--- src/sv/cmdl_fifo.sv ---
module cmdl_fifo #(
  parameter int WIDTH = 8,
  parameter int DEPTH = 2
) (
  input  logic             clk,
  input  logic             rst,
  input  logic             push,
  input  logic [WIDTH-1:0] push_data,
  output logic             full,
  input  logic             pop,
  output logic [WIDTH-1:0] pop_data,
  output logic             not_empty
);

  localparam int PTR_W = (DEPTH > 1) ? $clog2(DEPTH) : 1;
  localparam int CNT_W = $clog2(DEPTH + 1);

  logic [WIDTH-1:0] mem [DEPTH];
  logic [PTR_W-1:0] wr_ptr;
  logic [PTR_W-1:0] rd_ptr;
  logic [CNT_W-1:0] fill;

  assign full      = (fill == CNT_W'(DEPTH));
  assign not_empty = (fill != '0);
  assign pop_data  = mem[rd_ptr];

  always_ff @(posedge clk) begin
    if (rst) begin
      wr_ptr <= '0;
      rd_ptr <= '0;
      fill   <= '0;
    end else begin
      if (push) begin
        wr_ptr <= (wr_ptr == PTR_W'(DEPTH - 1)) ? '0 : wr_ptr + 1'b1;
      end
      if (pop) begin
        rd_ptr <= (rd_ptr == PTR_W'(DEPTH - 1)) ? '0 : rd_ptr + 1'b1;
      end
      if (push && !pop) begin
        fill <= fill + 1'b1;
      end else if (pop && !push) begin
        fill <= fill - 1'b1;
      end
    end
  end

  always_ff @(posedge clk) begin
    if (push) begin
      mem[wr_ptr] <= push_data;
    end
  end

endmodule

--- config.mk ---
export PLATFORM = sky130hd
export DESIGN_NAME = cmdl_fifo
export DESIGN_NICKNAME = d
export VERILOG_FILES = /design/src/sv/cmdl_fifo.sv
export SDC_FILE = /design/constraint.sdc
export NUM_CORES = 1
export LEC_CHECK = 0
export BUFFER_PORTS_ARGS = -buffer_cell sky130_fd_sc_hd__buf_4
export CAP_MARGIN = 30
export CELL_PAD_IN_SITES_DETAIL_PLACEMENT = 1
export CELL_PAD_IN_SITES_GLOBAL_PLACEMENT = 1
export CORE_UTILIZATION = 43
export CTS_CLUSTER_DIAMETER = 50
export CTS_CLUSTER_SIZE = 12
export DETAILED_ROUTE_END_ITERATION = 7
export PLACE_DENSITY = 0.89
export SLEW_MARGIN = 0
export SYNTH_ARGS = -nofsm -noshare
export SYNTH_HDL_FRONTEND = slang
export SYNTH_SLANG_ARGS = --single-unit
--- constraint.sdc ---
create_clock -name clk -period 2.2 [get_ports clk]
set_input_delay 0.44 -clock clk [delete_from_list [all_inputs] [get_ports clk]]
set_output_delay 0.44 -clock clk [all_outputs]
set_load 0.02 [all_outputs]
After elaboration in Yosys (flattened, before gate mapping)
Memories as Yosys holds them, arrays and structs flattened. A register that Yosys moved wholly into a read port is not among the register bits. Index checks and enable logic that the tools add are counted.

Add/subtract/negate cells: 4. Equal/unequal tests: 1. Multiplexer cells: 8. Reductions and logical operators: 6.

Operator list (number): $mux 1 (6); $mux 2 (2); $reduce_bool 2->1 (2); $add 1x1->1 const B (2); $add 2x1->2 const B (1); $eq 2x2->1 const B (1); $logic_and 1x1->1 (2); $logic_not 1->1 (2); $sub 2x1->2 const B (1).

Register bits after elaboration: 4. Memory bits (writable): 16. Input port bits: 12. Output and inout port bits: 10. Memories kept: 1.

Memories: mem (words 2, width 8, read ports 1, clocked after Yosys merged registers in 1, write ports 1, RTL line 18) `logic [WIDTH-1:0] mem [DEPTH];`.

Longest topological paths before layout
Gate-level depths: netlist (run 1).

Depth after elaboration: 4. Gate-level depth with buffers: 5. Mapped depth without buffers: 5.

Worst setup path after synthesis (run 1)
OpenSTA, ideal clock, no wires.

Kind: reg2out. From: register with a tool-made name. To: output pop_data[0]. Data arrival time: 0.853 ns. Path slack: 0.907 ns. Stages on the path, launching flop included: 3. Path buffers: 1. Cell sequence: dfxtp_1 > buf_2 > mux2_2.

RTL lines: end, declared (RTL line 11) `output logic [WIDTH-1:0] pop_data,`.

==> results of run 1 <==
-- cells in the final DEF (no fill, tap or decap) --
master,count
a21oi_1,1
and2_1,1
and2b_2,1
buf_4,21
clkbuf_1,1
clkbuf_4,3
dfxtp_1,5
edfxtp_1,16
ha_1,1
inv_1,1
mux2_2,8
nor2_1,4
nor2b_1,1
o21ai_0,1
or2_2,1
or3_1,1
xnor2_1,2
xor2_1,2
-- sequential cells by signal, summed over array words and instances (netlist names), named ones only --
signal	cells
wr_ptr	1
rd_ptr	1
mem	16
fill	2
-- layer usage --
metal / global-route usage [%] / wire [um] / up-vias
li1: - / - / 218
met1: 13.5 / 457 / 217
met2: 30.0 / 736 / 14
met3: 4.00 / 62 / 2
met4: 7.27 / 17 / 0
met5: 0 / 0 / -
-- cell type report --
class / count / area [sq um]
fill: 181 / 731
sequential: 21 / 581
multi-input combinational: 24 / 196
timing repair buffer: 21 / 158
tap: 25 / 31.3
clock buffer: 4 / 26.3
inverter: 1 / 3.75
-- worst max path at each step --
stage | start | to | depth (start not counted)
detailed placement | push | mem[0][3] | 2
finish | flop | pop_data[0] | 2
global route | flop | pop_data[7] | 2
CTS | flop | pop_data[0] | 2
floorplan | flop | pop_data[0] | 2
global placement | flop | pop_data[7] | 2
-- power groups by stage --
stage	sequential (mW)	clock (mW)	combinational (mW)
2_1_floorplan	0.475	0	0.0901
3_3_place_gp	0.483	0	0.141
3_5_place_dp	0.485	0	0.146
4_1_cts	0.476	0.184	0.147
5_1_grt	0.480	0.201	0.156
6_report	0.475	0.175	0.145
-- through the flow --
step / hold slack [ns] / std cells / utilization (%)
2_1_floorplan: 0.456 / 47 / -
3_3_place_gp: 0.481 / 92 / 56.2
3_5_place_dp: 0.500 / 92 / 56.2
4_1_cts: 0.318 / 96 / 57.7
5_1_grt: 0.301 / 96 / 57.7
6_report: 0.327 / 96 / 57.7
-- critical path, delay by kind of cell (launching register included) --
kind                   cells  cell delay, ns
muxes                      1            0.39
DFF                        1            0.55
buffers and inverters      1            0.16
-- synth_stat cells, drive strengths merged (2+ instances only) --
library cell	count	area share [%]
dfxtp	5	13
nor2	4	1.9
mux2	8	11
edfxtp	16	61
xor2	2	2.2
xnor2	2	2.2
-- cell families after synthesis --
logic type               count (synthesis)  share of synthesized area, %
AO/OA/AOI/OAI                            2                          1.27
XOR/XNOR                                 4                          4.46
adder cells (fa/ha/maj)                  1                          1.59
buffers and inverters                    2                          1.11
flip-flops                              21                          73.9
multiplexers                             8                          11.5
AND/OR/NAND/NOR                          9                          6.21
==> run metrics, run 1 <==
Max Freq=545 MHz; Top-Level Pins=22; Resized cells post-CTS=0; final instance area=996 sq um; Slew Viols, Final=0; Setup WS post-layout=0.366 ns; diode count=0; setup slack, reg-to-reg=just over 0.9 ns; CTS tree=done; H-tree levels=1; period utilisation layout=83.4%; switch share=between 20% and 30%; CP peak stage delay=0.55 ns; Fin. Hold Viols=0; Final HPWL DP=roughly 940 um; TritonCTS Sinks=21; vias per cell=roughly 4.7; routability cong.=0.620; CTS root buf=clkbuf_4; EDFF count, synth=16; #FFs+latches synth=21; worst rel slew slack=51.6%; syn nets=60; I/O Buffers=21; Tmin final=1.83 ns; Critical-path top delay cell=dfxtp_1; Pwr per Cell Area=roughly 800 nW/um^2; final-report setup violation count=0; nets@finish=85; FF-to-FF End=mem[0][1]; maximum VDD drop=0.455 mV; power after layout=795 uW; power share of the combinational group=18.2%; Synth Cell Area=786 sq um; dpl ws=between 0.6 and 0.7 ns; Final ANT Viol Nets=0; R2R cell count=1; Vias=451; main flop type after synthesis=edfxtp_1; Leak=a little under 0.4 nW; CTS Buffer Depth=2; clock power share=between 20% and 30%; final WL=1.27 mm; CORE AREA=1730 sq um; Worst setup SP type=flop; postcts setup bufs=0; Psw=192 uW; YS warnings=0; GRT Total Usage=15.0%; status=complete, no violations; CTS buffer count=3; die area=~2000 sq um; largest net degree at the start of global routing=12; critical path start-end classification=flop to primary output; drt wl/cell=around 13 um; RSZ-0062 raised after global routing=false; Initial Util=45.5%; min-delay worst type=primary input to flop; sequential power share=around 60%; Row Count=15; total congestion overflow=0; hold wc startpoint=push_data[2]; first-pass GRT wire length=2.01 mm; total iterations of the first detailed-routing run=2; hold depth=1; later-pin clock latency in the skew report=0.29 ns; P&R area growth vs syn=26.8%; DP Area=roughly 970 sq um; DRC=0; RR Startpoint=wr_ptr; clk_skew=0.00135 ns; number of global-route vias before repair=500; initial DRC count=3; setup TNS=0 ns; max-cap violation count=0; crit-path max FO=8; layout cell share with drive strength beyond 1=47.9%; CTS hold repair buffers=0; Async SR Flop Fraction=0%; Arr. time, crit path=about 1.4 ns; P_int=603 uW; Post-Synthesis Cells=47; Die Y=44.7 um; cells along the critical path=mux2_2 -> buf_4; count of different cell masters after synthesis=16; Req. time, crit path=around 1.8 ns; Min-Delay Endpoint=mem[0][2]; Clock Pin Slew Worst Setup and Hold Paths=0.11 ns; initial antenna violation count=0; Die Span X=44.7 um; Mapped Avg Cell Area=approximately 17 sq um; Worst Max-Slew Pin Slew=0.725 ns; Worst Setup End Kind=primary output; sequential cell area fraction in the yosys report=roughly three quarters
(Power assumes the default switching activity.)
==> run 2, diff against run 1 <==
- CORE_UTILIZATION: 43 -> 39
- PLACE_DENSITY: 0.89 -> 0.83
- clock period: 2.2 -> 1.78 ns (I/O delays scaled with it)
==> run metrics, run 2 (synthesized netlist as in run 1, its figures left out) <==
CTS buffer count=3 (unchanged); Die Span X=46.9 um (+4.8%); Worst setup SP type=flop; critical path start-end classification=flop to primary output; Worst Setup End Kind=primary output; Psw=241 uW (+26%); Die Y=46.9 um (+4.8%); Req. time, crit path=1.42 ns (-0.34 ns); RSZ-0062 raised after global routing=false; CORE AREA=1800 sq um (+4.3%); TritonCTS Sinks=21 (unchanged); later-pin clock latency in the skew report=0.30 ns (about the same); Final ANT Viol Nets=0 (unchanged); Leak=0.399 nW (+1.3%); Max Freq=around 620 MHz; CTS Buffer Depth=2 (unchanged); initial antenna violation count=0 (unchanged); Tmin final=about 1.6 ns; vias per cell=4.69 (-0.15%); crit-path max FO=8 (unchanged); GRT Total Usage=13.5% (-1.5 points); worst rel slew slack=73.6% (+22 points); Initial Util=43.6% (-1.9 points); first-pass GRT wire length=1.85 mm (-8.2%); max reg flops=16 (unchanged); clk_skew=0.00924 ns (+0.00789 ns); CTS root buf=clkbuf_4; Pwr per Cell Area=984 nW/um^2 (+23%); DRC=0 (unchanged); metal3 WL=59 um (-4.8%); maximum VDD drop=0.500 mV (+9.8%); CTS hold repair buffers=0 (unchanged); final WL=1.27 mm (-0.31%); I/O Buffers=21 (unchanged); drt wl/cell=13.1 um (-1.3%); met2 routed WL=685 um (-6.9%); largest reg by FF count=mem; routability cong.=0.614 (-0.92%); P&R area growth vs syn=27.9%; Slew Viols, Final=0 (unchanged); commonest non-fill, non-tap cells in the layout=buf_4, edfxtp_1, mux2_2; H-tree levels=1 (unchanged); met1 WL=512 um (+12%); placed insts=93 (+1.1%); Worst Max-Slew Pin Slew=0.396 ns (-0.329 ns); P_int=748 uW (+24%); Arr. time, crit path=1.27 ns (-0.12 ns); highest routed layer=met4; CTS tree=done; fin cells=97 (+1.0%); commonest non-fill, non-tap cell in the layout=buf_4; Fin. Hold Viols=0 (unchanged); period utilisation layout=91.1%; Top-Level Pins=22 (unchanged); total iterations of the first detailed-routing run=2 (unchanged); setup TNS=0 ns (unchanged); postcts setup bufs=0 (unchanged); largest registers=mem (16), fill (2); Row Count=15 (unchanged); die area=2200 sq um (+9.8%); Clock Pin Slew Worst Setup and Hold Paths=0.11 ns (about the same); max-cap violation count=0 (unchanged); final-report setup violation count=0 (unchanged); Resized cells post-CTS=1 (+1); initial DRC count=4 (+1); status=complete, no violations; nets@finish=86 (+1.2%); total congestion overflow=0 (unchanged); sequential power share=59.3% (-0.4 points); layout cell share with drive strength beyond 1=50.0% (+2.1 points); number of global-route vias before repair=397 (-21%); Vias=455 (+0.89%); power share of the combinational group=18.3% (about the same); diode count=0 (unchanged); clock power share=22.4% (+0.3 points); min-delay worst type=primary input to flop; largest net degree at the start of global routing=12 (unchanged); switch share=24.4% (+0.24 points)
==> run 2: cell count changes in the layout (fill, tap and decap cells not counted), sizes merged <==
cell and change:
buf +1
==> run 2: worst paths after layout <==
check,from,to,slack (ns),cells after the start
worst max register to register,wr_ptr,mem[1][5],0.68,1
worst max-delay path,flop,pop_data[4],0.16,2
worst min-delay path,push_data[1],mem[0][1],0.23,1
worst min register to register,fill[1],fill[1],0.51,2
==> run 2: layout make-up <==
cell class / instances / area [sq um]
clock buffer: 4 / 26.3
fill: 196 / 797
inverter: 1 / 3.75
multi-input combinational: 24 / 196
sequential: 21 / 582
tap: 25 / 31.3
timing repair buffer: 22 / 165
==> run 2: worst max-delay path: stages (launching register included) <==
cell and delay, ns:
dfxtp_2 0.45, mux2_2 0.37, buf_4 0.16
==> run 2: metal layers <==
layer	global-route usage, %	up-vias
met5	0	-
met2	23.1	12
met4	8.57	0
met1	13.8	222
li1	-	219
met3	5.38	2
==> run 2: power groups by stage <==
stage | Sequential [mW] | Combinational (mW) | Clock [mW]
after floorplan | 0.587 | 0.111 | 0
after global placement | 0.596 | 0.178 | 0
after detailed placement | 0.598 | 0.182 | 0
after CTS | 0.587 | 0.184 | 0.231
after global routing | 0.591 | 0.196 | 0.247
final | 0.586 | 0.181 | 0.222
==> run 2: stage by stage <==
step                      setup slack (ns)  util [%]  cell area (sq um)  hold slack, ns  total power [mW]
final                                0.158      55.8               1000           0.232             0.989
after CTS                            0.119      55.8               1000           0.221              1.00
after floorplan                      0.571         -                786           0.425             0.699
after detailed placement             0.348      54.2                977           0.496             0.781
after global placement               0.370      54.2                977           0.479             0.774
after global routing                0.0865      55.8               1000           0.214              1.03
==> run 3, diff against run 2 <==
- CORE_UTILIZATION: 39 -> 35
- PLACE_DENSITY: 0.83 -> 0.76
==> run metrics, run 3 (synthesized netlist as in run 1, its figures left out) <==
status=complete, no violations; Final Util=49.3% (-6.4 points); layout cell share with drive strength beyond 1=50.0% (unchanged); I/O Buffers=21 (unchanged); RSZ-0062 raised after global routing=false; TritonCTS Sinks=21 (unchanged); P&R area growth vs syn=28.2%; Worst Max-Slew Pin Slew=0.375 ns (-0.0206 ns); Tmin final=1.61 ns (-0.0114 ns); later-pin clock latency in the skew report=0.29 ns (about the same); CTS buffer count=3 (unchanged); DRC=0 (unchanged); RR Startpoint=wr_ptr; Worst setup SP type=flop; initial DRC count=1 (-3); postcts setup bufs=0 (unchanged); Worst Setup End Kind=primary output; clk_skew=0.00677 ns (-0.00246 ns); total congestion overflow=0 (unchanged); metal3 WL=63 um (+6.8%); drt wl/cell=12.3 um (-5.9%); setup TNS=0 ns (unchanged); H-tree levels=1 (unchanged); commonest non-fill, non-tap cell in the layout=buf_4; Slew Viols, Final=0 (unchanged); Vias=451 (-0.88%); R2R cell count=1 (unchanged); Initial Util=38.5% (-5.1 points); largest registers=mem (16), fill (2); Max Freq=621 MHz (+0.71%); Clock Pin Slew Worst Setup and Hold Paths=0.11 ns (about the same); final WL=1.22 mm (-3.9%); CTS Buffer Depth=2 (unchanged); crit-path max FO=8 (unchanged); commonest non-fill, non-tap cells in the layout=buf_4, edfxtp_1, mux2_2; largest reg by FF count=mem; initial antenna violation count=0 (unchanged); first-pass GRT wire length=2.13 mm (+15%); crit path to=pop_data[4]; period utilisation layout=90.5% (-0.64 points); FF-to-FF End=mem[1][5]; CTS root buf=clkbuf_4; Filler cells=231 (+18%); largest net degree at the start of global routing=12 (unchanged); setup slack, reg-to-reg=0.70 ns (+0.02 ns); vias per cell=4.56 (-2.9%); CORE AREA=2040 sq um (+13%); Die Span X=49.4 um (+5.3%); met2 routed WL=635 um (-7.3%); Min Hold Slack=0.238 ns (+0.00576 ns); total iterations of the first detailed-routing run=2 (unchanged); GRT Total Usage=12.5% (-1.1 points); met1 WL=484 um (-5.5%); fin cells=99 (+2.1%); highest routed layer=met4; Top-Level Pins=22 (unchanged); routability cong.=0.634 (+3.3%); critical path start-end classification=flop to primary output; Final ANT Viol Nets=0 (unchanged); CTS tree=done; final-report setup violation count=0 (unchanged); min-delay worst type=primary input to flop; diode count=0 (unchanged); placed insts=95 (+2.2%); max reg flops=16 (unchanged); nets@finish=86 (unchanged); number of global-route vias before repair=485 (+22%); Leak=0.399 nW (unchanged); Req. time, crit path=1.42 ns (about the same); Pwr per Cell Area=978 nW/um^2 (-0.64%); Final HPWL DP=917 um; worst rel slew slack=75.0% (+1.4 points); Fin. Hold Viols=0 (unchanged); Die Y=49.4 um (+5.3%); Row Count=16 (+1); maximum VDD drop=0.507 mV (+1.5%); max-cap violation count=0 (unchanged); Arr. time, crit path=1.25 ns (-0.02 ns); die area=2440 sq um (+11%)
run 3: cell counts in the layout (fill, tap and decap cells not counted):
No cell type changed its count.
run 3: where the power goes:
part,total (mW),leakage [nW],internal (mW),switching (mW)
clock network,0.218,0.0150,0.0871,0.131
registers,0.587,0.192,0.566,0.0209
logic,0.180,0.192,0.0945,0.0856
total,0.985,0.399,0.748,0.237
run 3: worst min path at each step:
stage	slack, ns	start	cells after the start	to
2_1_floorplan	0.43	rst	1	fill[1]
3_3_place_gp	0.48	fill[1]	2	fill[1]
3_5_place_dp	0.50	fill[1]	2	fill[1]
4_1_cts	0.23	push_data[3]	1	mem[0][3]
5_1_grt	0.22	push_data[4]	1	mem[0][4]
6_report	0.24	push_data[4]	1	mem[0][4]
run 3: what timing repair did:
item	CTS	global route
hold buffers	0	0
gates resized for setup	0	1
endpoints found under the setup margin	0	8
run 3: stage by stage:
stage / instance area (sq um) / power, mW / setup slack [ns]
final: 1010 / 0.985 / 0.169
after global routing: 1010 / 1.03 / 0.0906
after CTS: 1010 / 1.00 / 0.0190
after detailed placement: 980 / 0.781 / 0.364
after global placement: 980 / 0.775 / 0.355
after floorplan: 786 / 0.699 / 0.571
run 3: per-layer routing:
metal	vias up	GRT usage [%]
met3	4	2.80
met1	211	14.1
li1	219	-
met2	17	20.8
met4	0	8.57
met5	-	0
run 3: critical path: stages, from the launching register on:
cell	delay, ns
dfxtp_2	0.44
mux2_2	0.37
buf_4	0.16
run 3: cell type report:
type / count / area [sq um] / share of cell area (%)
Multi-Input combinational cell: 24 / 196 / 19.5
Timing Repair Buffer: 22 / 165 / 16.4
Tap cell: 27 / 33.8 / 3.35
Inverter: 1 / 3.75 / 0.373
Sequential cell: 21 / 582 / 57.8
Clock buffer: 4 / 26.3 / 2.61
