[config.mk]
export PLATFORM = sky130hd
export DESIGN_NAME = cmdl_front
export DESIGN_NICKNAME = d
export VERILOG_FILES = /design/src/sv/cmdl_pkg.sv /design/src/sv/cmdl_front.sv
export SDC_FILE = /design/constraint.sdc
export NUM_CORES = 1
export LEC_CHECK = 0
export ABC_AREA = 1
export BUFFER_PORTS_ARGS = -buffer_cell sky130_fd_sc_hd__buf_4
export CELL_PAD_IN_SITES_DETAIL_PLACEMENT = 1
export CELL_PAD_IN_SITES_GLOBAL_PLACEMENT = 2
export CORE_MARGIN = 2
export CORE_UTILIZATION = 36
export DETAILED_ROUTE_END_ITERATION = 8
export GPL_ROUTABILITY_DRIVEN = 0
export HOLD_SLACK_MARGIN = 0.06
export PLACE_DENSITY_LB_ADDON = 0.1
export SLEW_MARGIN = 5
export SYNTH_ARGS = -nofsm -noshare
export SYNTH_HDL_FRONTEND = slang
export SYNTH_SLANG_ARGS = --single-unit
[constraint.sdc]
create_clock -name clk -period 4.7 [get_ports clk]
set_input_delay 0.94 -clock clk [delete_from_list [all_inputs] [get_ports clk]]
set_output_delay 0.94 -clock clk [all_outputs]
set_load 0.01 [all_outputs]
[src/sv/cmdl_pkg.sv]
package cmdl_pkg;

  localparam int DEF_LINE_LEN    = 32;
  localparam int DEF_NUM_ENTRIES = 16;
  localparam int QUEUE_DEPTH     = 2;

  localparam int OP_W       = 2;
  localparam int BYTE_W     = 8;
  localparam int ENTRY_IN_W = 4;
  localparam int POS_IN_W   = 5;
  localparam int CMD_W      = 4;
  localparam int TICK_W     = 32;

  localparam logic [BYTE_W-1:0] CHAR_CR       = 8'h0D;
  localparam logic [BYTE_W-1:0] CHAR_LF       = 8'h0A;
  localparam logic [TICK_W-1:0] RESET_TIMEOUT = 32'd1000000;

  typedef enum logic [OP_W-1:0] {
    OP_BYTE = 2'd0,
    OP_TICK = 2'd1,
    OP_CHAR = 2'd2,
    OP_LEN  = 2'd3
  } op_t;

  typedef enum logic [1:0] {
    Q_MATCH   = 2'd0,
    Q_INVALID = 2'd1,
    Q_CHAR    = 2'd2,
    Q_LEN     = 2'd3
  } qop_t;

  function automatic int entry_w(int num_entries);
    return (num_entries > 1) ? $clog2(num_entries) : 1;
  endfunction

  // opcode, line snapshot, count, entry, position, byte, clipped length
  function automatic int q_width(int line_len, int num_entries);
    return 2 + line_len * BYTE_W + $clog2(line_len) + entry_w(num_entries)
           + $clog2(line_len) + BYTE_W + $clog2(line_len + 1);
  endfunction

endpackage

[src/sv/cmdl_front.sv]
module cmdl_front #(
  parameter int LINE_LEN    = 32,
  parameter int NUM_ENTRIES = 16,
  parameter int Q_W         = 300
) (
  input  logic                            clk,
  input  logic                            rst,
  input  logic                            in_valid,
  output logic                            in_ready,
  input  logic [cmdl_pkg::OP_W-1:0]       opcode,
  input  logic [cmdl_pkg::BYTE_W-1:0]     data_byte,
  input  logic [cmdl_pkg::ENTRY_IN_W-1:0] entry,
  input  logic [cmdl_pkg::POS_IN_W-1:0]   position,
  input  logic                            cfg_we,
  input  logic [cmdl_pkg::TICK_W-1:0]     cfg_wdata,
  input  logic                            back_busy,
  input  logic                            q_full,
  output logic                            q_push,
  output logic [Q_W-1:0]                  q_data
);

  import cmdl_pkg::*;

  localparam int CNT_W   = $clog2(LINE_LEN);
  localparam int ENTRY_W = entry_w(NUM_ENTRIES);
  localparam int POS_W   = $clog2(LINE_LEN);
  localparam int LEN_W   = $clog2(LINE_LEN + 1);

  logic [LINE_LEN-1:0][BYTE_W-1:0] line_buf;
  logic [CNT_W-1:0]                line_count;
  logic [CNT_W-1:0]                line_count_next;
  logic [TICK_W-1:0]               idle_elapsed;
  logic [TICK_W-1:0]               idle_elapsed_next;
  logic [TICK_W-1:0]               timeout_ticks;
  logic [TICK_W-1:0]               tick_inc;
  logic                            accept;
  logic                            is_term;
  logic                            entry_ok;
  logic                            pos_ok;
  logic                            wr_buf;
  op_t                             op;
  qop_t                            q_op;
  logic [LEN_W-1:0]                q_len;

  assign in_ready = !back_busy && !q_full;
  assign accept   = in_valid && in_ready;
  assign op       = op_t'(opcode);
  assign is_term  = (data_byte == CHAR_CR) || (data_byte == CHAR_LF);
  assign entry_ok = int'(entry) < NUM_ENTRIES;
  assign pos_ok   = int'(position) < LINE_LEN;
  assign tick_inc = (idle_elapsed == '1) ? idle_elapsed : idle_elapsed + 1'b1;
  assign q_len    = (data_byte > BYTE_W'(LINE_LEN - 1)) ? LEN_W'(LINE_LEN)
                                                         : LEN_W'(data_byte);
  assign q_data   = {q_op, line_buf, line_count, ENTRY_W'(entry), POS_W'(position),
                     data_byte, q_len};

  always_comb begin
    line_count_next   = line_count;
    idle_elapsed_next = idle_elapsed;
    q_push            = 1'b0;
    q_op              = Q_INVALID;
    wr_buf            = 1'b0;
    if (accept) begin
      unique case (op)
        OP_BYTE: begin
          if (is_term) begin
            if (line_count != '0) begin
              q_push            = 1'b1;
              q_op              = Q_MATCH;
              line_count_next   = '0;
              idle_elapsed_next = '0;
            end
          end else begin
            idle_elapsed_next = '0;
            if (line_count < CNT_W'(LINE_LEN - 1)) begin
              wr_buf          = 1'b1;
              line_count_next = line_count + 1'b1;
            end else begin
              line_count_next = '0;
              q_push          = 1'b1;
              q_op            = Q_INVALID;
            end
          end
        end
        OP_TICK: begin
          if (line_count != '0) begin
            if (tick_inc >= timeout_ticks) begin
              line_count_next   = '0;
              idle_elapsed_next = '0;
              q_push            = 1'b1;
              q_op              = Q_INVALID;
            end else begin
              idle_elapsed_next = tick_inc;
            end
          end
        end
        OP_CHAR: begin
          if (entry_ok && pos_ok) begin
            q_push = 1'b1;
            q_op   = Q_CHAR;
          end
        end
        OP_LEN: begin
          if (entry_ok) begin
            q_push = 1'b1;
            q_op   = Q_LEN;
          end
        end
        default: begin
        end
      endcase
    end
  end

  always_ff @(posedge clk) begin
    if (rst) begin
      line_count    <= '0;
      idle_elapsed  <= '0;
      timeout_ticks <= RESET_TIMEOUT;
    end else begin
      line_count   <= line_count_next;
      idle_elapsed <= idle_elapsed_next;
      if (cfg_we) begin
        timeout_ticks <= cfg_wdata;
      end
    end
  end

  always_ff @(posedge clk) begin
    if (wr_buf) begin
      line_buf[line_count] <= data_byte;
    end
  end

endmodule

Yosys cells after proc, flatten, opt, wreduce, memory -nomap -nowiden:

Index checks and enable logic that the tools add are counted.

* add/subtract/negate cells: 2
* $lt $le $gt $ge: 5
* equal/unequal tests: 9
* muxes and demuxes: 31
* reduce and logical (&&, ||, !) cells: 12

Operators by type and width (number)
* $bwmux 256: 1
* $mux 32: 5
* $pmux 32 s2: 1
* $demux 8 s5: 1
* $add 32x1->32 const B: 1
* $eq 32x32->1 const B: 1
* $ge 32x32->1: 1
* $mux 5: 5
* $eq 8x4->1 const B: 2
* $mux 1: 11
* $pmux 5 s2: 1
* $gt 8x5->1 const B: 1
* $mux 8: 1
* $pmux 2 s4: 1
* $lt 5x6->1 const B: 1
* $mux 6: 1
* $add 5x1->5 const B: 1
* $ge 5x1->1 const B: 1
* $lt 5x5->1 const B: 1
* $reduce_and 5->1: 1
* $reduce_bool 5->1: 1
* $eq 2x2->1 const B: 2
* $mux 2: 2
* $ne 2x2->1 const B: 2
* 10 further kinds: 13

* register bits: 325
* input port bits: 57
* output and inout bits: 302
* word-level logic and storage cells: 94

Depth between registers and ports, before layout:

Gate-level depths: netlist (run 1).

* depth in word-level cells: 7
* depth in mapped cells: 26
* gate-level depth less buffers: 25

Worst setup path before layout (run 1):

Ideal clock, no wire load.

* path type: reg-to-output
* start: register idle_elapsed[0]
* end: output port q_push
* arrival: 2.684 ns
* required time: 3.760 ns
* path slack: 1.076 ns
* cell stages (with the launch flop): 23
* buffers on the path: 1
* path through: dfxtp_1 ha_1 inv_2 nor2_4 nand2_4 nor2_4 nand2_4 buf_6 o21ai_2 inv_2 ha_1 nand2_1 nand2_1 nand2_1 nand2_1 nand2_1 nand2_1 nand2_1 nand2_1 nand2_1 nand2_1 nand2_1 a21oi_1

* cells in the longest elaborated chain, start to end: 7
* elaborated cells between the ends (all ways): 8
* those cells by class: 1 x add/sub; 1 x order compare; 1 x eq/ne; 5 x mux

Ends and longest elaborated chain
* from (decl): line cmdl_front.sv:32 `logic [TICK_W-1:0] idle_elapsed;`
* from (signal assigned): line cmdl_front.sv:122 `idle_elapsed <= idle_elapsed_next;`
* $add 32x1->32 / $eq 32x32->1 (equally long branches): line cmdl_front.sv:51 `assign tick_inc = (idle_elapsed == '1) ? idle_elapsed : idle_elapsed + 1'b1;`
* $mux 32 (*): line cmdl_front.sv:51
* $ge 32x32->1 (*): line cmdl_front.sv:87 `if (tick_inc >= timeout_ticks) begin`
* $mux 1 (*): line cmdl_front.sv:87
* $mux 1 (*): line cmdl_front.sv:86 `if (line_count != '0) begin`
* $pmux 1 s3 (*): line cmdl_front.sv:64 `unique case (op)`
* $mux 1 (*): line cmdl_front.sv:63 `if (accept) begin`
* to (decl): line cmdl_front.sv:18 `output logic q_push,`

Every way passes the cells marked *; elsewhere a longest branch is shown, timed or not.

Worst setup path after layout (run 1):

Ends and elaborated chain as after synthesis.

==> results of run 1 <==
[routing by layer]
layer / vias to the layer above / part of all wire (%) / wire [um] / track usage (%)
met5: - / 0 / 0 / 0
met4: 0 / 2.4 / 1059 / 7.099
met3: 57 / 6.0 / 2638 / 5.340
met2: 276 / 52 / 22840 / 41.93
met1: 4606 / 39 / 17240 / 26.63
li1: 4383 / - / - / -
[layout make-up]
type | count | area, sq um
diodes | 2 | 5.005
clock inverters | 20 | 176.4
flip-flops and latches | 325 | 9071
repair buffers | 344 | 2582
fillers | 3848 | 18590
clock buffers | 43 | 927.1
multi-input cells | 628 | 3281
well taps | 461 | 576.8
inverters | 97 | 364.1
[how the worst min path moves through the flow]
stage	startpoint	endpoint	slack, ns	cells after the start
final	timeout_ticks[11]	timeout_ticks[11]	0.47	2
after global routing	timeout_ticks[27]	timeout_ticks[27]	0.50	2
after CTS	timeout_ticks[11]	timeout_ticks[11]	0.47	2
after detailed placement	timeout_ticks[11]	timeout_ticks[11]	0.46	2
after global placement	timeout_ticks[11]	timeout_ticks[11]	0.45	2
after floorplan	timeout_ticks[31]	timeout_ticks[31]	0.44	2
[stage by stage]
step / instances / hold slack, ns / instance area, sq um / worst slack, ns
after global routing: 1920 / 0.4961 / 16980 / 0.00001821
after detailed placement: 1853 / 0.4596 / 15800 / 0.4663
after CTS: 1916 / 0.4680 / 16920 / 0.06304
after global placement: 1853 / 0.4505 / 15800 / 0.5615
final: 1920 / 0.4651 / 16980 / 0.2692
after floorplan: 1110 / 0.4353 / 13030 / 1.076
[repair_timing]
action	in CTS	in global routing
gates cloned	0	1
hold buffers	0	0
setup endpoints to repair	1	1
pin swaps	0	1
gates resized for setup	4	10
setup buffers	0	1
[report_power, final]
part           switching (mW)  leakage [nW]  internal [mW]
Sequential            0.00641          2.87           3.12
Clock                    1.13         0.538           1.53
Combinational           0.145          3.33         0.0679
Total                    1.28          6.74           4.71
[worst register-to-register path, stage by stage (launching register included)]
cell and delay (ns):
dfxtp_2 0.44, ha_4 0.20, inv_2 0.06, nor2_4 0.19
nand2_4 0.09, nor2_4 0.22, nand2_8 0.16, nand2_2 0.16
ha_1 0.26, nand2_1 0.09, inv_1 0.05, nand2_1 0.05
nand2_1 0.06, nand2_1 0.07, nand2_1 0.05, nor2_1 0.09
nand2_1 0.07, nand2_1 0.08, buf_4 0.34, nand2_1 0.19
nor2_1 0.14, nor2_1 0.05, nor2_1 0.09
[state kept, by name, summed over array words and instances, names as in the netlist]
name / flops
line_count: 5
idle_elapsed: 32
q_data: 256
timeout_ticks: 32
[logic make-up (layout without fill, tap and decap cells)]
family | Yosys count | after routing | synth area share [%]
buffers and inverters | 158 | 504 | 5.763
XOR/XNOR | 16 | 16 | 1.079
other | 1 | 16 | 0.02888
AND/OR/NAND/NOR | 436 | 437 | 14.70
AO/OA/AOI/OAI | 124 | 124 | 5.021
adder cells (fa/ha/maj) | 37 | 37 | 3.566
flip-flops | 325 | 325 | 69.85
[Yosys cell counts, drive strengths merged]
cell / instances
a211oi: 1
a21o: 2
a21oi: 75
and2: 1
buf: 43
clkbuf: 18
clkinv: 2
conb: 1
dfxtp: 69
edfxtp: 256
ha: 37
inv: 95
nand2: 233
nand3: 32
nand3b: 1
nand4: 35
nor2: 130
nor3: 4
o2111ai: 1
o211ai: 1
o21a: 2
o21ai: 40
o21bai: 1
o31ai: 1
xnor2: 10
xor2: 6
==> results.py, run 1 <==
metrics = {
    "sta": {
        "final-hold-violation-count": 0,
        "fmax_mhz": 225.7,
        "period_needed_ns": 4.431,
        "finalClockSkew_ns": 0.02010,
        "post-route-period-util_pct": 94.27,
        "worst_slew_pin_slew_ns": 1.024,
        "final-setup-viol-count": 0,
        "maxSlewViolCount": 0,
        "tns_ns": 0,
        "slew_headroom_pct": 31.67,
        "rsz0062_at_grt": "false",
    },
    "cts": {
        "cts.sinks": 325,
        "clockRootBuffer": "clkbuf_16",
        "clk_path_buf_depth": 3,
        "h-tree-depth": 2,
        "clk_latency_ns": 0.54,
        "tritoncts": "built",
        "path_clk_slew_ns": 0.06,
        "cts_buffers": 36,
    },
    "yosys": {
        "synth.distinct_cells": 37,
        "ys_warn_count": 0,
        "synth.largest_area_cell": "edfxtp_1",
        "synth_area_leaders": "edfxtp_1, dfxtp_1, nand2_1",
        "netlist.area_leader.share_pct": 59.21,
        "synth_area_sq_mm": 0.01298,
        "ys_ff_latch": 325,
        "syn_inst": 1097,
        "syn_avg_cell_area_sq_um": 11.84,
        "ys_seq_area_share_pct": 69.85,
    },
    "routing": {
        "viasPerCell": 4.855,
        "wl_per_cell_um": 22.80,
        "drt_wl_total_mm": 43.78,
        "final_antenna_net_count": 0,
        "drc": 0,
        "dr_total_vias": 9322,
        "first_pass_iters": 6,
        "drt-initial-drc-count": 407,
    },
    "run": {
        "cap_violations": 0,
    },
    "worst_setup_path": {
        "cp_top_family": "simple AND/OR/NAND/NOR gates",
        "worst-path-stages": 18,
        "rrSetupSlack_ns": 1.43,
        "slowest_stage": "dfxtp_2",
        "path_class": "reg2out",
        "crit_path_end": "q_push",
        "path_buf_inv": 2,
        "crit_chain": "ha_4 > inv_2 > nor2_4 > nand3_1 > nor2_1 > nand3_1 > nand3_1 > and2_1 > ha_1 > nand2_1 > a21oi_1 > nor2_1 > a21oi_2 > nor2_1 > nand2_1 > nand2_1 > a21oi_2 > buf_4",
        "required_ns": 3.76,
        "critPathMaxFanout": 8,
        "rr_endpoint": "idle_elapsed[21]",
        "endpoint_kind": "output port",
        "worstPathArrival_ns": 3.49,
        "timing.critical_path.from": "idle_elapsed[0]",
        "r2r_cells": 22,
        "cp-start-kind": "register",
        "cpPeakStageDelay_ns": 0.44,
        "timing.rr.start": "idle_elapsed[0]",
    },
    "place": {
        "io_buffer_count": 326,
        "place_hpwl_mm": 32.64,
    },
    "pwr": {
        "total_power_mw": 5.996,
        "max-vdd-ir-drop_mv": 0.2144,
        "p_leak_nw": 6.738,
        "p_per_area_mw_per_mm2": 353.1,
    },
    "floorplan": {
        "die_h_um": 193.9,
        "coreArea_sq_mm": 0.03557,
        "std_cell_rows": 69,
        "dieArea_sq_mm": 0.03760,
        "die_width_um": 193.9,
        "io_pins": 359,
        "initial_core_util_pct": 36.50,
    },
    "global_route": {
        "grt_pass1_vias": 9481,
        "groute.usage.overall_pct": 22.95,
        "antenna_found_initial": 2,
        "grt_pass1_wl_mm": 63.83,
        "grt_max_degree": 42,
        "gr-total-overflow": 0,
    },
    "outcome": {
        "status": "complete, no violations",
    },
    "layout": {
        "area_growth_syn_to_layout_pct": 30.81,
        "postLayoutCoreUtil_pct": 47.75,
        "layout-drive-gt1-share_pct": 30.89,
        "final_cell_mix": "buf_4, edfxtp_1, nand2_1",
        "fin_nets": 1526,
        "layout_commonest_cell": "buf_4",
    },
    "hold_path": {
        "hold_class": "reg2reg",
    },
}
Power figures use the tool's default switching activity.
==> inputs of run 2 (changes only) <==
--- a/config.mk
+++ b/config.mk
@@ -11,2 +11,3 @@
 export CELL_PAD_IN_SITES_GLOBAL_PLACEMENT = 2
+export CORE_ASPECT_RATIO = 0.7
 export CORE_MARGIN = 2
--- a/constraint.sdc
+++ b/constraint.sdc
@@ -3,2 +3,2 @@
 set_output_delay 0.94 -clock clk [all_outputs]
-set_load 0.01 [all_outputs]
+set_load 0.1 [all_outputs]
==> run 2 against run 1 <==
Net effect:
- clock power about the same
- die area is essentially flat
- clock skew decreased by 0.0048 ns
- register-to-register slack worse by 0.28 ns
- worst setup slack improved by 0.0028 ns
- non-clock buffer count did not move
- utilization barely moved
- count of clock-buffer cells in the layout is 7 lower
- power up 2.0%
- cell count up 0.94%
- combinational power increased by 50%
- global-route usage increased by 1.0 points
- critical path type unchanged
- largest cell class unchanged
- largest power group unchanged
==> results.py, run 2 (synthesis results as in run 1) <==
metrics = {
    "place": {
        "pre_cts_slack_ns": 0.3515,
        "placed_cells": 1872,
        "io_buffer_count": 326,
        "place_hpwl_mm": 33.31,
        "postPlaceCellArea_sq_mm": 0.01583,
    },
    "cts": {
        "h-tree-depth": 2,
        "clk_path_buf_depth": 3,
        "cts_buffers": 34,
        "cts_hold_buf": 0,
        "clockRootBuffer": "clkbuf_16",
        "cts.sinks": 325,
        "tritoncts": "built",
        "clk_latency_ns": 0.53,
        "path_clk_slew_ns": 0.06,
    },
    "floorplan": {
        "std_cell_rows": 58,
        "io_pins": 359,
        "die_width_um": 231.0,
        "dieArea_sq_mm": 0.03763,
        "coreArea_sq_mm": 0.03570,
        "initial_core_util_pct": 36.36,
        "die_h_um": 162.9,
    },
    "worst_setup_path": {
        "endpoint_kind": "output port",
        "cp_top_family": "simple AND/OR/NAND/NOR gates",
        "crit_chain": "nand2_1 > nor2_1 > nand2_1 > nor2_2 > xnor2_1 > nand2_2 > ha_1 > nand2_1 > nor2_1 > nand2_1 > nor2_1 > nor2_1 > nand2_1 > nand2_1 > nand2_1 > nand2_1 > a21oi_4 > buf_12",
        "cp-start-kind": "register",
        "slowest_stage": "dfxtp_2",
        "cpPeakStageDelay_ns": 0.42,
        "path_class": "reg2out",
        "worstPathArrival_ns": 3.49,
        "critPathMaxFanout": 4,
        "cpMostUsedCell": "nand2_1",
        "path_buf_inv": 1,
        "required_ns": 3.76,
    },
    "pwr": {
        "p_int_mw": 4.688,
        "p_sw_mw": 1.429,
        "p_sw_share_pct": 23.36,
        "clockPowerShare_pct": 43.8,
        "max-vdd-ir-drop_mv": 0.2407,
        "p_per_area_mw_per_mm2": 358.6,
        "sequentialPowerShare_pct": 51.0,
        "p_leak_nw": 6.739,
        "p_comb_share_pct": 5.2,
        "total_power_mw": 6.117,
    },
    "routing": {
        "drc": 0,
        "drt_wl_total_mm": 45.59,
        "final_antenna_net_count": 0,
        "drt-initial-drc-count": 706,
        "viasPerCell": 4.895,
        "wl_per_cell_um": 23.52,
        "first_pass_iters": 5,
        "dr_total_vias": 9486,
    },
    "global_route": {
        "gr-total-overflow": 0,
        "grt_pass1_vias": 9555,
        "groute.usage.overall_pct": 23.96,
        "antenna_found_initial": 4,
        "grt_max_degree": 50,
        "grt_pass1_wl_mm": 65.76,
    },
    "layout": {
        "fin_nets": 1524,
        "area_growth_syn_to_layout_pct": 31.37,
        "layout-drive-gt1-share_pct": 32.49,
        "final_cell_mix": "buf_4, edfxtp_1, nand2_1",
        "stdcell_count": 1938,
        "fin_area_sq_mm": 0.01706,
        "layout_commonest_cell": "buf_4",
        "largest_reg_flops": 256,
    },
    "sta": {
        "period_needed_ns": 4.428,
        "post-route-period-util_pct": 94.21,
        "finalClockSkew_ns": 0.01527,
        "maxSlewViolCount": 0,
        "fmax_mhz": 225.8,
        "finalWorstSetupSlack_ns": 0.2720,
        "final-hold-violation-count": 0,
        "slew_headroom_pct": 29.09,
        "worst_slew_pin_slew_ns": 1.062,
        "tns_ns": 0,
        "final-setup-viol-count": 0,
    },
    "hold_path": {
        "hold_class": "reg2reg",
    },
    "run": {
        "cap_violations": 0,
    },
    "outcome": {
        "status": "complete, no violations",
    },
}
==> run 2: cell count changes in the layout (fill, tap and decap cells not counted), moves of 5 or more <==
cell      before  now
clkbuf_1       7    2
dfxtp_1       67   56
dfxtp_2        2   12
nor2_1       117  108
nor2_2         8   16
==> run 2: timing repair <==
action,CTS,global route
pin swaps,0,2
endpoints found under the setup margin,1,1
gates resized for setup,5,33
cloned,1,0
buffers inserted,0,1
==> run 2: cell type report <==
class	instances	area, sq um
diodes	2	5.005
clock buffers	36	858.3
clock inverters	26	224.0
fillers	3905	18650
inverters	97	364.1
multi-input cells	628	3322
flip-flops and latches	325	9087
well taps	480	600.6
repair buffers	344	2595
==> run 2: per-layer routing <==
metal / wire length, um / vias to the layer above / GRT usage (%)
li1: - / 4380 / -
met1: 21450 / 4740 / 34.97
met2: 19740 / 305 / 34.98
met3: 3330 / 61 / 6.250
met4: 1059 / 0 / 6.921
met5: 0 / - / 0
==> run 2: per-stage QoR <==
| step | hold slack [ns] | util, % |
|---|---|---|
| finish | 0.4700 | 47.77 |
| global route | 0.4965 | 47.77 |
| detailed placement | 0.4617 | 44.34 |
| floorplan | 0.4353 | - |
| CTS | 0.4711 | 47.46 |
| global placement | 0.4587 | 44.34 |
==> run 2: final timing paths <==
path	from	to	slack, ns	cells past startpoint
worst max-delay path	idle_elapsed[7]	q_push	0.27	18
worst max register to register	idle_elapsed[1]	idle_elapsed[20]	1.15	18
worst min-delay path	timeout_ticks[26]	timeout_ticks[26]	0.47	2
worst min register to register	timeout_ticks[26]	timeout_ticks[26]	0.47	2
==> run 2: tightest hold or removal path, stage by stage (launching register included) <==
cell and delay (ns):
dfxtp_1 0.30, inv_1 0.06, a21oi_1 0.06
==> run 2: power groups by stage <==
stage / clock network (mW) / registers [mW] / logic (mW)
2_1_floorplan: 0 / 3.19 / 0.225
3_5_place_dp: 0 / 3.18 / 0.320
6_report: 2.68 / 3.12 / 0.319
3_3_place_gp: 0 / 3.18 / 0.315
5_1_grt: 2.83 / 3.12 / 0.343
4_1_cts: 2.72 / 3.12 / 0.322
==> inputs of run 3 (changes only) <==
GPL_TIMING_DRIVEN = 0   (was not set)
==> run 3 against run 2 <==
Net effect:
- clock power barely moved
- final area increased by 2.5%
- global-route usage decreased by 0.67 points
- count of clock-buffer cells in the layout rose by 8
- clock skew down 0.0022 ns
- wire length fell by 2.9%
- highest routed layer unchanged
- via count increased by 1.5%
- sequential share of layout area shrank 1.2 points
- critical path depth up 5
==> results.py, run 3 (synthesis results as in run 1) <==
metrics = {
    "routing": {
        "dr_total_vias": 9629,
        "drt-initial-drc-count": 575,
        "drt_wl_total_mm": 44.26,
        "first_pass_iters": 5,
        "wl_met1_mm": 20.55,
        "wl_met3_mm": 3.353,
        "dr_wl_met2_mm": 19.55,
        "wl_per_cell_um": 22.20,
        "final_antenna_net_count": 0,
        "maxUsedRoutingLayer": "met4",
        "drc": 0,
        "viasPerCell": 4.829,
    },
    "cts": {
        "cts.sinks": 325,
        "path_clk_slew_ns": 0.06,
        "clk_latency_ns": 0.53,
        "h-tree-depth": 2,
        "cts_buffers": 35,
        "cts_hold_buf": 0,
        "clk_path_buf_depth": 3,
        "clockRootBuffer": "clkbuf_16",
        "tritoncts": "built",
    },
    "layout": {
        "largest_reg_flops": 256,
        "layout-drive-gt1-share_pct": 34.30,
        "fin_nets": 1583,
        "layout_commonest_cell": "buf_4",
        "final_cell_mix": "buf_4, edfxtp_1, nand2_1",
        "area_growth_syn_to_layout_pct": 34.61,
    },
    "worst_setup_path": {
        "cp_top_family": "simple AND/OR/NAND/NOR gates",
        "path_class": "reg2out",
        "worstPathArrival_ns": 3.51,
        "cpPeakStageDelay_ns": 0.40,
        "required_ns": 3.76,
        "critPathMaxFanout": 10,
        "slowest_stage": "dfxtp_4",
        "cpMostUsedCell": "nand2_1",
        "crit_chain": "ha_4 > inv_2 > nor2_4 > nand2_4 > nor2_4 > nand2_4 > buf_6 > o21ai_2 > inv_2 > ha_1 > nand2_1 > nand2_1 > nand2_1 > nand2_1 > nand2_1 > nand2_1 > nand2_1 > nand2_1 > nand2_2 > nand2_4 > nand2_1 > a21oi_4 > buf_12",
        "endpoint_kind": "output port",
        "path_buf_inv": 4,
        "cp-start-kind": "register",
    },
    "sta": {
        "fmax_mhz": 224.5,
        "holdWs_ns": 0.4720,
        "maxSlewViolCount": 0,
        "final-setup-viol-count": 0,
        "slew_headroom_pct": 41.29,
        "post-route-period-util_pct": 94.77,
        "finalClockSkew_ns": 0.01304,
        "period_needed_ns": 4.454,
        "final-hold-violation-count": 0,
        "worst_slew_pin_slew_ns": 0.8774,
    },
    "global_route": {
        "antenna_found_initial": 1,
        "grt_pass1_wl_mm": 64.35,
        "gr-total-overflow": 0,
        "groute.usage.overall_pct": 23.29,
        "grt_max_degree": 36,
        "grt_pass1_vias": 9689,
    },
    "hold_path": {
        "hold_class": "reg2reg",
    },
    "pwr": {
        "total_power_mw": 6.203,
        "p_per_area_mw_per_mm2": 354.9,
        "p_leak_nw": 6.980,
        "max-vdd-ir-drop_mv": 0.2487,
    },
    "place": {
        "place_hpwl_mm": 33.23,
        "io_buffer_count": 334,
    },
    "floorplan": {
        "io_pins": 359,
        "initial_core_util_pct": 36.36,
        "die_h_um": 162.9,
        "std_cell_rows": 58,
        "coreArea_sq_mm": 0.03570,
        "die_width_um": 231.0,
        "dieArea_sq_mm": 0.03763,
    },
    "outcome": {
        "status": "complete, no violations",
    },
    "run": {
        "cap_violations": 0,
    },
}
-- run 3: what timing repair did --
action,4_1_cts,5_1_grt
endpoints found under the setup margin,1,1
gates resized for setup,23,31
setup buffers,0,8
pin swaps,3,6
-- run 3: area by class of cell --
type	instances	area, sq um
Fill cell	3871	18230
Sequential cell	325	9094
Multi-Input combinational cell	627	3339
Timing Repair Buffer	342	2580
Clock buffer	44	909.6
Tap cell	480	600.6
Buffer	61	384.1
Inverter	97	366.6
Clock inverter	17	201.4
Antenna cell	1	2.502
-- run 3: power breakdown --
| group | switching, mW | total, mW | leakage, nW | internal [mW] |
|---|---|---|---|---|
| sequential | 0.00640 | 3.12 | 2.87 | 3.12 |
| combinational | 0.282 | 0.372 | 3.57 | 0.0894 |
| clock | 1.15 | 2.71 | 0.542 | 1.56 |
-- run 3: final timing paths --
check                    start                 to  slack [ns]  cells after the start
max reg2reg    idle_elapsed[1]   idle_elapsed[22]        1.37                     16
max            idle_elapsed[1]             q_push        0.25                     23
min reg2reg  timeout_ticks[28]  timeout_ticks[28]        0.47                      2
min          timeout_ticks[28]  timeout_ticks[28]        0.47                      2
-- run 3: per-layer routing --
metal	global-route usage (%)	vias up
met1	33.26	4770
met5	0	-
met2	35.35	306
met4	5.425	0
li1	-	4502
met3	6.268	51
-- run 3: stage by stage --
step	setup TNS, ns	util, %	setup WS, ns	cells	cell area, sq um
final	0	48.95	0.2460	1994	17480
after global routing	-0.009132	48.95	-0.009132	1994	17480
after CTS	0	48.57	0.009411	1985	17340
after detailed placement	-0.1712	45.23	-0.1712	1924	16150
after global placement	-0.1421	45.23	-0.1421	1924	16150
after floorplan	0	-	0.01707	1110	13040
-- run 3: worst min-delay path, delay by kind of cell (launching register included) --
family,cells,cell delay [ns]
AO/OA/AOI/OAI,1,0.06
buffers and inverters,1,0.07
flip-flops,1,0.30
